$ cat config.mk
export PLATFORM = sky130hd
export DESIGN_NAME = stack_machine_alu
export DESIGN_NICKNAME = d
export VERILOG_FILES = /design/src/rtl/sma_pkg.sv /design/src/rtl/stack_machine_alu.sv
export SDC_FILE = /design/constraint.sdc
export NUM_CORES = 2
export LEC_CHECK = 0
export ABC_CLOCK_PERIOD_IN_PS = 9070
export BUFFER_PORTS_ARGS = -buffer_cell sky130_fd_sc_hd__clkbuf_2
export CAP_MARGIN = 15
export CORE_MARGIN = 3
export CORE_UTILIZATION = 60
export CTS_BUF_LIST = sky130_fd_sc_hd__clkbuf_4 sky130_fd_sc_hd__clkbuf_8
export CTS_CLUSTER_SIZE = 16
export DETAILED_ROUTE_END_ITERATION = 8
export GPL_TIMING_DRIVEN = 0
export MAX_ROUTING_LAYER = met4
export PLACE_DENSITY = 0.76
export REMOVE_ABC_BUFFERS = 1
export SLEW_MARGIN = 15
export SYNTH_ARGS = -nofsm -noshare
export SYNTH_HDL_FRONTEND = slang
export SYNTH_SLANG_ARGS = --single-unit
$ cat constraint.sdc
create_clock -name clk_i -period 9.07 [get_ports clk_i]
set_input_delay 1.814 -clock clk_i [delete_from_list [all_inputs] [get_ports clk_i]]
set_output_delay 1.814 -clock clk_i [all_outputs]
set_load 0.01 [all_outputs]
$ cat src/rtl/sma_pkg.sv
`timescale 1ns / 1ps

package sma_pkg;

  // default number of stack entries
  localparam int unsigned StackDepthDef = 64;

  // fixed field widths
  localparam int unsigned CmdW    = 3;
  localparam int unsigned DataW   = 32;
  localparam int unsigned DepthW  = 7;
  localparam int unsigned StatusW = 2;

  // shared adder width: data plus two guard bits for signed compare and divide steps
  localparam int unsigned AddW = DataW + 2;

  typedef enum logic [CmdW-1:0] {
    CMD_ADD   = 3'd0,
    CMD_MUL   = 3'd1,
    CMD_SUB   = 3'd2,
    CMD_DIV   = 3'd3,
    CMD_PUSH  = 3'd4,
    CMD_CMP   = 3'd5,
    CMD_CLEAR = 3'd6
  } cmd_e;

  typedef enum logic [StatusW-1:0] {
    ST_OK    = 2'd0,
    ST_UNDER = 2'd1,
    ST_OVER  = 2'd2,
    ST_DIVZ  = 2'd3
  } status_e;

endpackage

$ cat src/rtl/stack_machine_alu.sv
`timescale 1ns / 1ps

// 32-bit reverse-polish stack machine: each input word is one instruction (push, clear, or a
// binary add/multiply/subtract/divide/compare on the two top entries) and each instruction
// returns exactly one output word carrying the new top of stack (zero when empty), the depth
// and a status code. The top of stack lives in a register and the entries below it in an
// internal memory with one write and one registered read port, so no clearing pass is needed
// after reset. All arithmetic goes through one shared 34-bit adder under a small sequencer.
// With the output free, push, clear and any rejected instruction go straight to the completion
// state; add, subtract and compare go through a memory read and the adder state, multiply
// through a read and shift-and-add (one bit per cycle), and divide through a read, sign removal,
// 32 restoring steps and a sign fix-up. The input goes ready in the same cycle as the output
// word appears. The input stalls while an instruction is in flight; a finished output word may
// wait in its register while the next instruction is taken.
module stack_machine_alu #(
  parameter int unsigned STACK_DEPTH = sma_pkg::StackDepthDef
) (
  input  logic                             clk_i,
  input  logic                             rst_ni,
  input  logic                             in_valid_i,
  output logic                             in_stall_o,
  input  logic [sma_pkg::CmdW-1:0]         command_i,
  input  logic signed [sma_pkg::DataW-1:0] immediate_i,
  output logic                             out_valid_o,
  input  logic                             out_stall_i,
  output logic signed [sma_pkg::DataW-1:0] top_value_o,
  output logic [sma_pkg::DepthW-1:0]       depth_o,
  output logic [sma_pkg::StatusW-1:0]      status_o
);

  localparam int unsigned DW = sma_pkg::DataW;
  localparam int unsigned AW = sma_pkg::AddW;
  // count must hold the full depth itself
  localparam int unsigned CntW  = $clog2(STACK_DEPTH + 1);
  localparam int unsigned AddrW = (STACK_DEPTH > 1) ? $clog2(STACK_DEPTH) : 1;
  localparam int unsigned IterW = $clog2(DW);

  // sequencer states
  localparam logic [3:0] S_IDLE  = 4'd0;
  localparam logic [3:0] S_READ  = 4'd1;
  localparam logic [3:0] S_ALU   = 4'd2;
  localparam logic [3:0] S_MUL   = 4'd3;
  localparam logic [3:0] S_NEG_S = 4'd4;
  localparam logic [3:0] S_NEG_T = 4'd5;
  localparam logic [3:0] S_DIV   = 4'd6;
  localparam logic [3:0] S_FIX   = 4'd7;
  localparam logic [3:0] S_DONE  = 4'd8;

  logic [3:0] state_q;

  // stack state: top in a register, lower entries in memory
  logic [CntW-1:0]     count_q;
  logic [DW-1:0]       top_q;
  logic [DW-1:0]       mem [STACK_DEPTH];
  logic [DW-1:0]       rd_q;

  // operand / working registers
  sma_pkg::cmd_e       cmd_q;
  sma_pkg::status_e    status_q;
  logic [DW-1:0]       a_q;     // second operand, then multiplicand or dividend/quotient
  logic [DW-1:0]       b_q;     // first operand, then multiplier or divisor magnitude
  logic [DW-1:0]       acc_q;   // product accumulator or partial remainder
  logic [IterW-1:0]    iter_q;
  logic                neg_q;   // quotient sign

  // output word register
  logic                out_valid_q;
  logic [DW-1:0]       out_top_q;
  logic [sma_pkg::DepthW-1:0]  out_depth_q;
  logic [sma_pkg::StatusW-1:0] out_status_q;

  // shared adder
  logic [AW-1:0] add_x, add_y, add_sum;
  logic          add_sub;

  logic                in_acc;
  sma_pkg::cmd_e       in_cmd;
  logic [CntW-1:0]     cnt_m1, cnt_m2;
  logic                mem_we;
  logic [AddrW-1:0]    waddr, raddr;
  logic                out_free;
  logic [DW-1:0]       cmp_res;
  logic [AW-1:0]       div_part;

  assign in_stall_o = (state_q != S_IDLE);
  assign in_acc     = in_valid_i && !in_stall_o;
  assign in_cmd     = sma_pkg::cmd_e'(command_i);
  assign out_free   = !out_valid_q || !out_stall_i;

  assign cnt_m1 = count_q - CntW'(1);
  assign cnt_m2 = count_q - CntW'(2);
  assign waddr  = cnt_m1[AddrW-1:0];
  assign raddr  = cnt_m2[AddrW-1:0];

  // on push the old top moves down into memory
  assign mem_we = in_acc && (in_cmd == sma_pkg::CMD_PUSH) &&
                  (count_q != CntW'(STACK_DEPTH)) && (count_q != '0);

  // partial remainder with the next dividend bit shifted in
  assign div_part = {1'b0, acc_q, a_q[DW-1]};

  always_comb begin
    add_x   = '0;
    add_y   = '0;
    add_sub = 1'b0;
    unique case (state_q)
      S_ALU: begin
        add_x   = {{2{a_q[DW-1]}}, a_q};
        add_y   = {{2{b_q[DW-1]}}, b_q};
        add_sub = (cmd_q != sma_pkg::CMD_ADD);
      end
      S_MUL: begin
        add_x = {2'b00, acc_q};
        add_y = {2'b00, a_q};
      end
      S_NEG_S: begin
        add_y   = {2'b00, a_q};
        add_sub = 1'b1;
      end
      S_NEG_T: begin
        add_y   = {2'b00, b_q};
        add_sub = 1'b1;
      end
      S_DIV: begin
        add_x   = div_part;
        add_y   = {2'b00, b_q};
        add_sub = 1'b1;
      end
      S_FIX: begin
        add_y   = {2'b00, a_q};
        add_sub = 1'b1;
      end
      default: begin
      end
    endcase
    add_sum = add_x + (add_y ^ {AW{add_sub}}) + AW'(add_sub);
  end

  // signed compare: 1 when first operand above second, -1 when below
  always_comb begin
    if (add_sum == '0) begin
      cmp_res = '0;
    end else if (add_sum[AW-1]) begin
      cmp_res = DW'(1);
    end else begin
      cmp_res = '1;
    end
  end

  // stack memory
  always_ff @(posedge clk_i) begin
    if (mem_we) begin
      mem[waddr] <= top_q;
    end
  end

  always_ff @(posedge clk_i) begin
    rd_q <= mem[raddr];
  end

  // sequencer and datapath
  always_ff @(posedge clk_i or negedge rst_ni) begin
    if (!rst_ni) begin
      state_q  <= S_IDLE;
      count_q  <= '0;
      top_q    <= '0;
      a_q      <= '0;
      b_q      <= '0;
      acc_q    <= '0;
      cmd_q    <= sma_pkg::CMD_ADD;
      status_q <= sma_pkg::ST_OK;
      iter_q   <= '0;
      neg_q    <= 1'b0;
    end else begin
      unique case (state_q)
        S_IDLE: begin
          if (in_acc) begin
            cmd_q    <= in_cmd;
            status_q <= sma_pkg::ST_OK;
            state_q  <= S_DONE;
            case (in_cmd)
              sma_pkg::CMD_PUSH: begin
                if (count_q == CntW'(STACK_DEPTH)) begin
                  status_q <= sma_pkg::ST_OVER;
                end else begin
                  top_q   <= immediate_i;
                  count_q <= count_q + CntW'(1);
                end
              end
              sma_pkg::CMD_CLEAR: begin
                count_q <= '0;
              end
              sma_pkg::CMD_ADD, sma_pkg::CMD_MUL, sma_pkg::CMD_SUB,
              sma_pkg::CMD_DIV, sma_pkg::CMD_CMP: begin
                if (count_q < CntW'(2)) begin
                  status_q <= sma_pkg::ST_UNDER;
                end else if ((in_cmd == sma_pkg::CMD_DIV) && (top_q == '0)) begin
                  status_q <= sma_pkg::ST_DIVZ;
                end else begin
                  state_q <= S_READ;   // memory read of the second entry is in flight
                end
              end
              default: begin
              end
            endcase
          end
        end
        S_READ: begin
          a_q    <= rd_q;
          b_q    <= top_q;
          acc_q  <= '0;
          iter_q <= '0;
          case (cmd_q)
            sma_pkg::CMD_MUL: state_q <= S_MUL;
            sma_pkg::CMD_DIV: state_q <= S_NEG_S;
            default:          state_q <= S_ALU;
          endcase
        end
        S_ALU: begin
          top_q   <= (cmd_q == sma_pkg::CMD_CMP) ? cmp_res : add_sum[DW-1:0];
          count_q <= cnt_m1;
          state_q <= S_DONE;
        end
        S_MUL: begin
          // shift-and-add, low word only
          if (b_q[0]) begin
            acc_q <= add_sum[DW-1:0];
          end
          a_q    <= {a_q[DW-2:0], 1'b0};
          b_q    <= {1'b0, b_q[DW-1:1]};
          iter_q <= iter_q + IterW'(1);
          if (iter_q == IterW'(DW - 1)) begin
            top_q   <= b_q[0] ? add_sum[DW-1:0] : acc_q;
            count_q <= cnt_m1;
            state_q <= S_DONE;
          end
        end
        S_NEG_S: begin
          neg_q <= a_q[DW-1] ^ b_q[DW-1];
          if (a_q[DW-1]) begin
            a_q <= add_sum[DW-1:0];
          end
          state_q <= S_NEG_T;
        end
        S_NEG_T: begin
          if (b_q[DW-1]) begin
            b_q <= add_sum[DW-1:0];
          end
          acc_q   <= '0;
          iter_q  <= '0;
          state_q <= S_DIV;
        end
        S_DIV: begin
          // restoring step: keep the difference when it did not go negative
          if (!add_sum[AW-1]) begin
            acc_q <= add_sum[DW-1:0];
          end else begin
            acc_q <= div_part[DW-1:0];
          end
          a_q    <= {a_q[DW-2:0], ~add_sum[AW-1]};
          iter_q <= iter_q + IterW'(1);
          if (iter_q == IterW'(DW - 1)) begin
            state_q <= S_FIX;
          end
        end
        S_FIX: begin
          top_q   <= neg_q ? add_sum[DW-1:0] : a_q;
          count_q <= cnt_m1;
          state_q <= S_DONE;
        end
        S_DONE: begin
          if (out_free) begin
            state_q <= S_IDLE;
          end
        end
        default: begin
          state_q <= S_IDLE;
        end
      endcase
    end
  end

  // output word register, loaded once the slot is free
  always_ff @(posedge clk_i or negedge rst_ni) begin
    if (!rst_ni) begin
      out_valid_q <= 1'b0;
    end else if ((state_q == S_DONE) && out_free) begin
      out_valid_q <= 1'b1;
    end else if (!out_stall_i) begin
      out_valid_q <= 1'b0;
    end
  end

  always_ff @(posedge clk_i) begin
    if ((state_q == S_DONE) && out_free) begin
      out_top_q    <= (count_q != '0) ? top_q : '0;
      out_depth_q  <= sma_pkg::DepthW'(count_q);
      out_status_q <= status_q;
    end
  end

  assign out_valid_o = out_valid_q;
  assign top_value_o = out_top_q;
  assign depth_o     = out_depth_q;
  assign status_o    = out_status_q;

`ifndef SYNTHESIS
  // stack never holds more than its capacity
  a_count_bound: assert property (@(posedge clk_i) disable iff (!rst_ni)
    count_q <= CntW'(STACK_DEPTH))
    else $error("stack count above capacity");

  // depth moves by at most one per instruction step, or drops to zero on clear
  a_count_step: assert property (@(posedge clk_i) disable iff (!rst_ni)
    (count_q != $past(count_q)) && (count_q != '0) |->
      (count_q == $past(count_q) + CntW'(1)) || (count_q == $past(count_q) - CntW'(1)))
    else $error("stack count jumped");

  // a new output word only comes out of the completion state
  a_out_source: assert property (@(posedge clk_i) disable iff (!rst_ni)
    $rose(out_valid_q) |-> $past(state_q) == S_DONE)
    else $error("output word raised outside completion");

  // partial remainder stays below the divisor magnitude
  a_div_rem: assert property (@(posedge clk_i) disable iff (!rst_ni)
    (state_q == S_DIV) |-> (acc_q < b_q))
    else $error("divide remainder not below divisor");
`endif

endmodule
## Word-level counts from Yosys, hierarchy flattened

Memory sizes are Yosys's and may differ from the RTL's. A register that Yosys moved wholly into a read port is not among the register bits.
Index checks and enable logic that the tools add are counted.

| storage, ports and cells | value |
|---|---|
| register bits after elaboration | 192 |
| RAM bits | 2048 |
| memories kept | 1 |
| output and inout bits | 43 |

| operators by class | value |
|---|---|
| order comparisons | 1 |
| add/sub/neg operators | 6 |
| eq/ne operators | 31 |
| reductions and logical operators | 36 |
| bitwise gates (word level) | 3 |
| mux-type cells | 42 |

Memory list:

| name | depth | width | read ports | clocked after memory_dff | write ports | RTL line | source |
|---|---|---|---|---|---|---|---|
| mem | 64 | 32 | 1 | 1 | 1 | stack_machine_alu.sv:54 | `logic [DW-1:0] mem [STACK_DEPTH];` |

Operator list:

| cell | count |
|---|---|
| 32-bit two-way mux | 12 |
| 32-bit case mux with 4 select lines | 2 |
| 34-bit case mux with 3 select lines | 2 |
| 32-bit case mux with 3 select lines | 2 |
| 34-bit by 1-bit adder with 34-bit output | 1 |
| 34-bit adder | 1 |
| 34-bit zero test | 1 |
| 34-bit bitwise XOR | 1 |
| 32-bit zero test | 1 |
| 4-bit case mux with 8 select lines | 1 |
| 4-bit two-way mux | 7 |
| 7-bit two-way mux | 3 |
| 7-bit case mux with 3 select lines | 1 |
| 4-bit by 3-bit equality test with 1-bit output, second input constant | 4 |
| 2-bit != test, second input constant | 8 |
| 7-bit case mux with 2 select lines | 1 |
| 3-bit equality test, second input constant | 4 |
| 3-bit nonzero test | 4 |
| 4-bit nonzero test | 3 |
| 5-bit case mux with 2 select lines | 1 |
| 5-bit AND reduction | 2 |
| 3-bit by 2-bit equality test with 1-bit output, second input constant | 3 |
| 4-bit by 2-bit equality test with 1-bit output, second input constant | 2 |
| 2-bit OR reduction | 4 |
| 33 further kinds | 48 |

## Longest topological paths before layout

| logic depth | value |
|---|---|
| depth in word-level cells | 10 |
| depth in mapped cells | 22 |

## Worst setup path before layout

No wires, ideal clock.

| timing path | value |
|---|---|
| path type | reg-to-reg |
| start | reg state_q[2] |
| end | reg acc_q[29] |
| data arrival time | 5.051 ns |
| setup slack | 3.881 ns |
| clock period less this slack | 5.189 ns |
| library setup time | 0.138 ns |
| path buffers | 5 |
| cell stages (with the launch flop) | 20 |
| required time | 8.932 ns |
| cells stage by stage | dfrtp_1 buf_2 nor2_1 nand3_1 o21ai_1 clkbuf_1 xnor2_1 ha_1 clkbuf_1 nand4_1 or4_1 a211oi_1 o41ai_1 a311oi_1 or2_1 clkbuf_1 buf_2 mux2_1 a22oi_1 o22ai_1 |

| between the ends | value |
|---|---|
| word-level cells in the longest chain between the ends | 8 |
| elaborated cells on any way between the ends | 21 |
| those cells by class | add/sub (2); eq/ne (7); mux (6); bitwise (1); reduce/logical (5) |

RTL lines:

| item | RTL line | source |
|---|---|---|
| start, declared | stack_machine_alu.sv:49 | `logic [3:0] state_q;` |
| start signal, assigned | stack_machine_alu.sv:164 | `state_q <= S_IDLE;` |
| start signal, assigned | stack_machine_alu.sv:180 | `state_q <= S_DONE;` |
| start signal, assigned | stack_machine_alu.sv:200 | `state_q <= S_READ;` |
| 4-bit by 3-bit equality test with 1-bit output, or another cell as far along | stack_machine_alu.sv:106 | `unique case (state_q)` |
| 3-bit OR reduction (no source line), or another cell as far along | -- |  |
| 34-bit case mux with 3 select lines / 1-bit case mux with 2 select lines (equally long branches) | stack_machine_alu.sv:106 |  |
| 34-bit bitwise XOR | stack_machine_alu.sv:136 | `add_sum = add_x + (add_y ^ {AW{add_sub}}) + AW'(add_sub);` |
| 34-bit adder | stack_machine_alu.sv:136 |  |
| 34-bit by 1-bit adder with 34-bit output | stack_machine_alu.sv:136 |  |
| 32-bit two-way mux, on equally long branches | stack_machine_alu.sv:255, stack_machine_alu.sv:226 |  |
| 32-bit case mux with 3 select lines | stack_machine_alu.sv:175 | `unique case (state_q)` |
| end signal, assigned | stack_machine_alu.sv:227 | `acc_q <= add_sum[DW-1:0];` |
| end signal, assigned | stack_machine_alu.sv:256 | `acc_q <= add_sum[DW-1:0];` |
| end signal, assigned | stack_machine_alu.sv:258 | `acc_q <= div_part[DW-1:0];` |
| end, declared | stack_machine_alu.sv:62 | `logic [DW-1:0] acc_q;` |

Several ways; a longest one is shown, not always the timed one.
A chain may end at the register's enable or synchronous reset.

## Worst setup path after layout

| timing path | value |
|---|---|
| start | reg state_q[0] |
| end | reg top_q[19] |

| between the ends | value |
|---|---|
| word-level cells in the longest chain between the ends | 10 |
| elaborated cells on any way between the ends | 33 |
| those cells by class | add/sub (2); eq/ne (10); mux (10); bitwise (1); reduce/logical (10) |

RTL lines:

| item | RTL line | source |
|---|---|---|
| 4-bit by 3-bit equality test with 1-bit output, or another cell as far along | stack_machine_alu.sv:106 |  |
| 3-bit OR reduction (no source line), or another cell as far along | -- |  |
| 34-bit case mux with 3 select lines / 1-bit case mux with 2 select lines (equally long branches) | stack_machine_alu.sv:106 |  |
| 34-bit bitwise XOR | stack_machine_alu.sv:136 |  |
| 34-bit adder | stack_machine_alu.sv:136 |  |
| 34-bit by 1-bit adder with 34-bit output | stack_machine_alu.sv:136 |  |
| 34-bit zero test / 32-bit two-way mux (equally long branches) | stack_machine_alu.sv:141, stack_machine_alu.sv:143 |  |
| 32-bit two-way mux | stack_machine_alu.sv:141 | `if (add_sum == '0) begin` |
| 32-bit two-way mux | stack_machine_alu.sv:220 | `top_q <= (cmd_q == sma_pkg::CMD_CMP) ? cmp_res : add_sum[DW-1:0];` |
| 32-bit case mux with 4 select lines | stack_machine_alu.sv:175 |  |
| end signal, assigned | stack_machine_alu.sv:186 | `top_q <= immediate_i;` |
| end signal, assigned | stack_machine_alu.sv:220 |  |
| end signal, assigned | stack_machine_alu.sv:233 | `top_q <= b_q[0] ? add_sum[DW-1:0] : acc_q;` |
| end, declared | stack_machine_alu.sv:53 | `logic [DW-1:0] top_q;` |

Several ways; a longest one is shown, not always the timed one. The select of a mux whose other input is x is not followed.

==> impl_metrics.prom <==
# TYPE chip_impl_metric gauge
chip_impl_metric{name="iter_0_drt_violations",unit=""} 8572
chip_impl_metric{name="synthDistinctLibCells",unit=""} 76
chip_impl_metric{name="initial_utilization",unit="%"} 60.7
chip_impl_metric{name="fmax",unit="GHz"} 0.130
chip_impl_metric{name="synth-warning-count",unit=""} 0
chip_impl_metric{name="whs_path_depth",unit=""} 0
chip_impl_metric{name="cts-hold-fix-buffers",unit=""} 0
chip_impl_metric{name="cts.sinks",unit=""} 2272
chip_impl_metric{name="finalWorstPathRequiredPeriod",unit="ns"} 7.70
chip_impl_metric{name="die_x",unit="um"} 399
chip_impl_info{name="rsz0062_at_grt",value="no"} 1
chip_impl_metric{name="dpl_worst_slack",unit="ns"} 1.71
chip_impl_metric{name="tightest_slew",unit="ns"} 1.25
chip_impl_metric{name="finalWirelength",unit="um"} 259000
chip_impl_metric{name="synth_enable_flop_cells",unit=""} 2089
chip_impl_metric{name="fin_crit_sh",unit="%"} 84.9
chip_impl_metric{name="remaining_drc_errors",unit=""} 1
chip_impl_metric{name="p_leak",unit="nW"} 34.4
chip_impl_metric{name="gp_congestion",unit=""} 0.970
chip_impl_metric{name="post_synth_inst_count",unit=""} 4706
chip_impl_metric{name="layout_nets",unit=""} 5137
chip_impl_metric{name="routed-wl-met3",unit="um"} 33500
chip_impl_metric{name="core_region_area",unit="um^2"} 153000
chip_impl_metric{name="post_synth_instance_area",unit="um^2"} 92600
chip_impl_info{name="failed_checks",value="design-rule violations"} 1
chip_impl_metric{name="synth.ff_latch_count",unit=""} 2272
chip_impl_metric{name="antenna_found_initial",unit=""} 15
chip_impl_metric{name="report.power.total",unit="mW"} 37.9
chip_impl_metric{name="hold_viol",unit=""} 0
chip_impl_metric{name="drv_cap",unit=""} 0
chip_impl_metric{name="synthArstFlopShare",unit="%"} 6.65
chip_impl_metric{name="power_density",unit="nW/um^2"} 356
chip_impl_metric{name="port_buffers",unit=""} 81
chip_impl_metric{name="ff2ff_setup_slack",unit="ns"} 1.37
chip_impl_metric{name="worst_r2r_path_depth",unit=""} 19
chip_impl_metric{name="drive_gt1_share",unit="%"} 30.8
chip_impl_metric{name="met2_wl",unit="um"} 122000
chip_impl_metric{name="vias",unit=""} 52100
chip_impl_metric{name="report.final.setup_viol",unit=""} 0
chip_impl_metric{name="cts_made_buffers",unit=""} 360
chip_impl_info{name="hp-class",value="reg2reg"} 1
chip_impl_metric{name="cts.path.max_buffers",unit=""} 4
chip_impl_metric{name="worstPathMaxFanout",unit=""} 19
chip_impl_metric{name="setup-tns-final",unit="ns"} 0
chip_impl_metric{name="place_hpwl",unit="um"} 164000
chip_impl_info{name="synthFlopType",value="sky130_fd_sc_hd__edfxtp_1"} 1
chip_impl_info{name="timing.critical_path.from_type",value="flip-flop"} 1
chip_impl_metric{name="worst_ir_drop_vdd",unit="mV"} 0.242
chip_impl_metric{name="cts.htree.levels",unit=""} 5
chip_impl_metric{name="post_cts.resized_instances",unit=""} 0
chip_impl_info{name="hold-path-endpoint",value="status_o[0]"} 1
chip_impl_metric{name="dieHeight",unit="um"} 399
chip_impl_metric{name="placedCellCount",unit=""} 6724
chip_impl_metric{name="headroom_to_the_max_slew_limit",unit="%"} 16.6
chip_impl_metric{name="worstSkewPairLatency",unit="ns"} 1.04
chip_impl_metric{name="avg_vias_per_cell",unit=""} 7.08
chip_impl_info{name="hold_sp",value="status_q[0]"} 1
chip_impl_metric{name="number_of_global_route_vias_before_repair",unit=""} 51900
chip_impl_metric{name="worst_clock_skew",unit="ns"} 0.0915
chip_impl_metric{name="drt_pass1_iterations",unit=""} 9
chip_impl_metric{name="final.setup.worst_slack",unit="ns"} 1.37
chip_impl_metric{name="postCtsSetupRepairBufs",unit=""} 0
chip_impl_info{name="top_layer_used",value="met4"} 1
chip_impl_info{name="path_class",value="reg2reg"} 1
chip_impl_info{name="cts_tree",value="done"} 1
chip_impl_metric{name="grt_start_max_net_pins",unit=""} 86
chip_impl_info{name="end_kind",value="flip-flop"} 1
chip_impl_metric{name="detail-route-antenna-nets",unit=""} 0
chip_impl_metric{name="post_route_insts_no_fill",unit=""} 7358
chip_impl_metric{name="avgSynthCellArea",unit="um^2"} 19.7
chip_impl_metric{name="worst-endpoint-arrival",unit="ns"} 8.53
chip_impl_info{name="cts.root.buffer_cell",value="sky130_fd_sc_hd__clkbuf_8"} 1
chip_impl_info{name="result_of_the_run",value="finished, violations left"} 1
chip_impl_metric{name="grt_first_pass_wirelength",unit="um"} 374000
chip_impl_metric{name="drv_slew",unit=""} 0
chip_impl_metric{name="wl_per_cell",unit="um"} 35.1
chip_impl_metric{name="die-area",unit="um^2"} 159000
chip_impl_metric{name="crit_required",unit="ns"} 9.90
chip_impl_metric{name="synthToLayoutAreaGrowth",unit="%"} 14.9
chip_impl_metric{name="detail_route.wirelength.met1",unit="um"} 90300
chip_impl_metric{name="clkTransAtPathRegs",unit="ns"} 0.06
chip_impl_info{name="worst_r2r_src",value="state_q[0]"} 1
chip_impl_metric{name="yosysSeqAreaShare",unit="%"} 72.5
chip_impl_info{name="rr_endpoint",value="top_q[19]"} 1
chip_impl_metric{name="grt_overflow_total",unit=""} 0
chip_impl_metric{name="pin_count",unit=""} 82
chip_impl_metric{name="num_rows",unit=""} 143
chip_impl_metric{name="globalRouteTotalUtil",unit="%"} 34.3
[how the worst max path moves through the flow]
stage                           from         to  depth (start not counted)
after floorplan           count_q[0]   top_q[8]                         10
after global placement    count_q[1]   rd_q[15]                          4
after detailed placement  state_q[0]   top_q[9]                         20
after CTS                 state_q[0]  top_q[19]                         20
after global routing      state_q[0]  top_q[19]                         20
final                     state_q[0]  top_q[19]                         19
[layer usage]
| metal | up-vias | GRT usage, % |
|---|---|---|
| met2 | 4105 | 50.5 |
| met5 | - | - |
| met1 | 26700 | 46.4 |
| li1 | 20500 | - |
| met4 | 0 | 14.8 |
| met3 | 804 | 8.51 |
[cell families after synthesis]
| kind of cell | Yosys count | synth area share, % |
|---|---|---|
| AOI/OAI and AO/OA | 653 | 4.92 |
| muxes | 751 | 17.1 |
| xor gates and xnor gates | 69 | 0.652 |
| adders and majority gates | 41 | 0.562 |
| buffers and inverters | 343 | 1.41 |
| and+or+nand+nor | 577 | 2.91 |
| DFF | 2272 | 72.5 |
[layout by cell type (no fill, tap or decap), types with 67 or more instances in the layout]
master and instances:
sky130_fd_sc_hd__o21ai_0 89, sky130_fd_sc_hd__clkinv_1 91, sky130_fd_sc_hd__nor2_4 67, sky130_fd_sc_hd__clkbuf_8 388, sky130_fd_sc_hd__dfrtp_1 115, sky130_fd_sc_hd__clkbuf_2 80
sky130_fd_sc_hd__nor2_1 126, sky130_fd_sc_hd__clkbuf_4 101, sky130_fd_sc_hd__edfxtp_1 2089, sky130_fd_sc_hd__buf_16 76, sky130_fd_sc_hd__a222oi_1 67, sky130_fd_sc_hd__nand2_1 168
sky130_fd_sc_hd__mux4_2 660, sky130_fd_sc_hd__buf_12 91, sky130_fd_sc_hd__a21oi_1 138
[synthesized netlist by cell type (all sizes together), types with 17 or more instances]
cell type	number	share of area [%]
edfxtp	2089	68
mux4	660	16
clkbuf	222	0.90
nor2	195	0.79
nand2	168	0.68
dfrtp	151	4.1
a21oi	142	0.77
o21ai	116	0.63
buf	72	0.31
a222oi	67	0.72
mux2i	63	0.68
xnor2	54	0.51
a22oi	53	0.43
o31ai	49	0.40
inv	47	0.19
and2	43	0.29
ha	40	0.54
dfxtp	32	0.69
nand3	32	0.17
o22ai	31	0.21
a221oi	30	0.28
mux2	28	0.34
a211oi	26	0.22
nor2b	25	0.17
nor3	22	0.12
o211ai	18	0.15
o21a	17	0.14
[metrics by stage]
step                hold WS, ns  util, %  area [um^2]
finish                    0.478     69.8       106000
global route              0.478     69.7       106000
CTS                       0.469     69.7       106000
detailed placement        0.444     65.2        99600
global placement          0.448     61.9        94500
floorplan                 0.425        -        91500
[report_power, final]
part | internal (mW) | switching (mW) | leakage [nW] | total [mW]
logic | 6.22 | 8.49 | 10.1 | 14.7
clock network | 4.52 | 3.87 | 3.63 | 8.39
registers | 13.2 | 1.54 | 20.6 | 14.8
total | 24.0 | 13.9 | 34.4 | 37.9
[cell type report]
cell class                 instances  area [um^2]
sequential                      2272        67200
fill                            8791        46200
multi-input combinational       2091        24900
clock buffer                     487         6080
timing repair buffer             283         4720
tap                             2030         2540
clock inverter                   135          757
inverter                          49          184
antenna                           11         27.5
[critical path, cell delays in order (launching register included)]
cell and delay, ns:
sky130_fd_sc_hd__dfrtp_1 0.86, sky130_fd_sc_hd__clkinv_1 0.47, sky130_fd_sc_hd__nor2_1 0.42, sky130_fd_sc_hd__nand2_1 0.16
sky130_fd_sc_hd__a21oi_4 0.64, sky130_fd_sc_hd__buf_16 0.24, sky130_fd_sc_hd__a22oi_1 0.10, sky130_fd_sc_hd__xnor2_1 0.16
sky130_fd_sc_hd__ha_1 0.47, sky130_fd_sc_hd__nand4_1 0.43, sky130_fd_sc_hd__nor4_1 0.65, sky130_fd_sc_hd__nor3b_1 0.59
sky130_fd_sc_hd__nor2_1 0.13, sky130_fd_sc_hd__xnor2_1 0.29, sky130_fd_sc_hd__nor4_1 0.41, sky130_fd_sc_hd__nand4_1 0.29
sky130_fd_sc_hd__nor3_4 0.68, sky130_fd_sc_hd__buf_8 0.28, sky130_fd_sc_hd__buf_8 0.19, sky130_fd_sc_hd__o31ai_1 0.09
[flip-flops by register name, summed over array words and instances (netlist names), 5 cells and up]
register / count
count_q: 7
mem: 2048
b_q: 32
a_q: 32
top_q: 32
acc_q: 32
iter_q: 5
rd_q: 32
depth_o: 7
top_value_o: 32
Power figures use the tool's default switching activity.
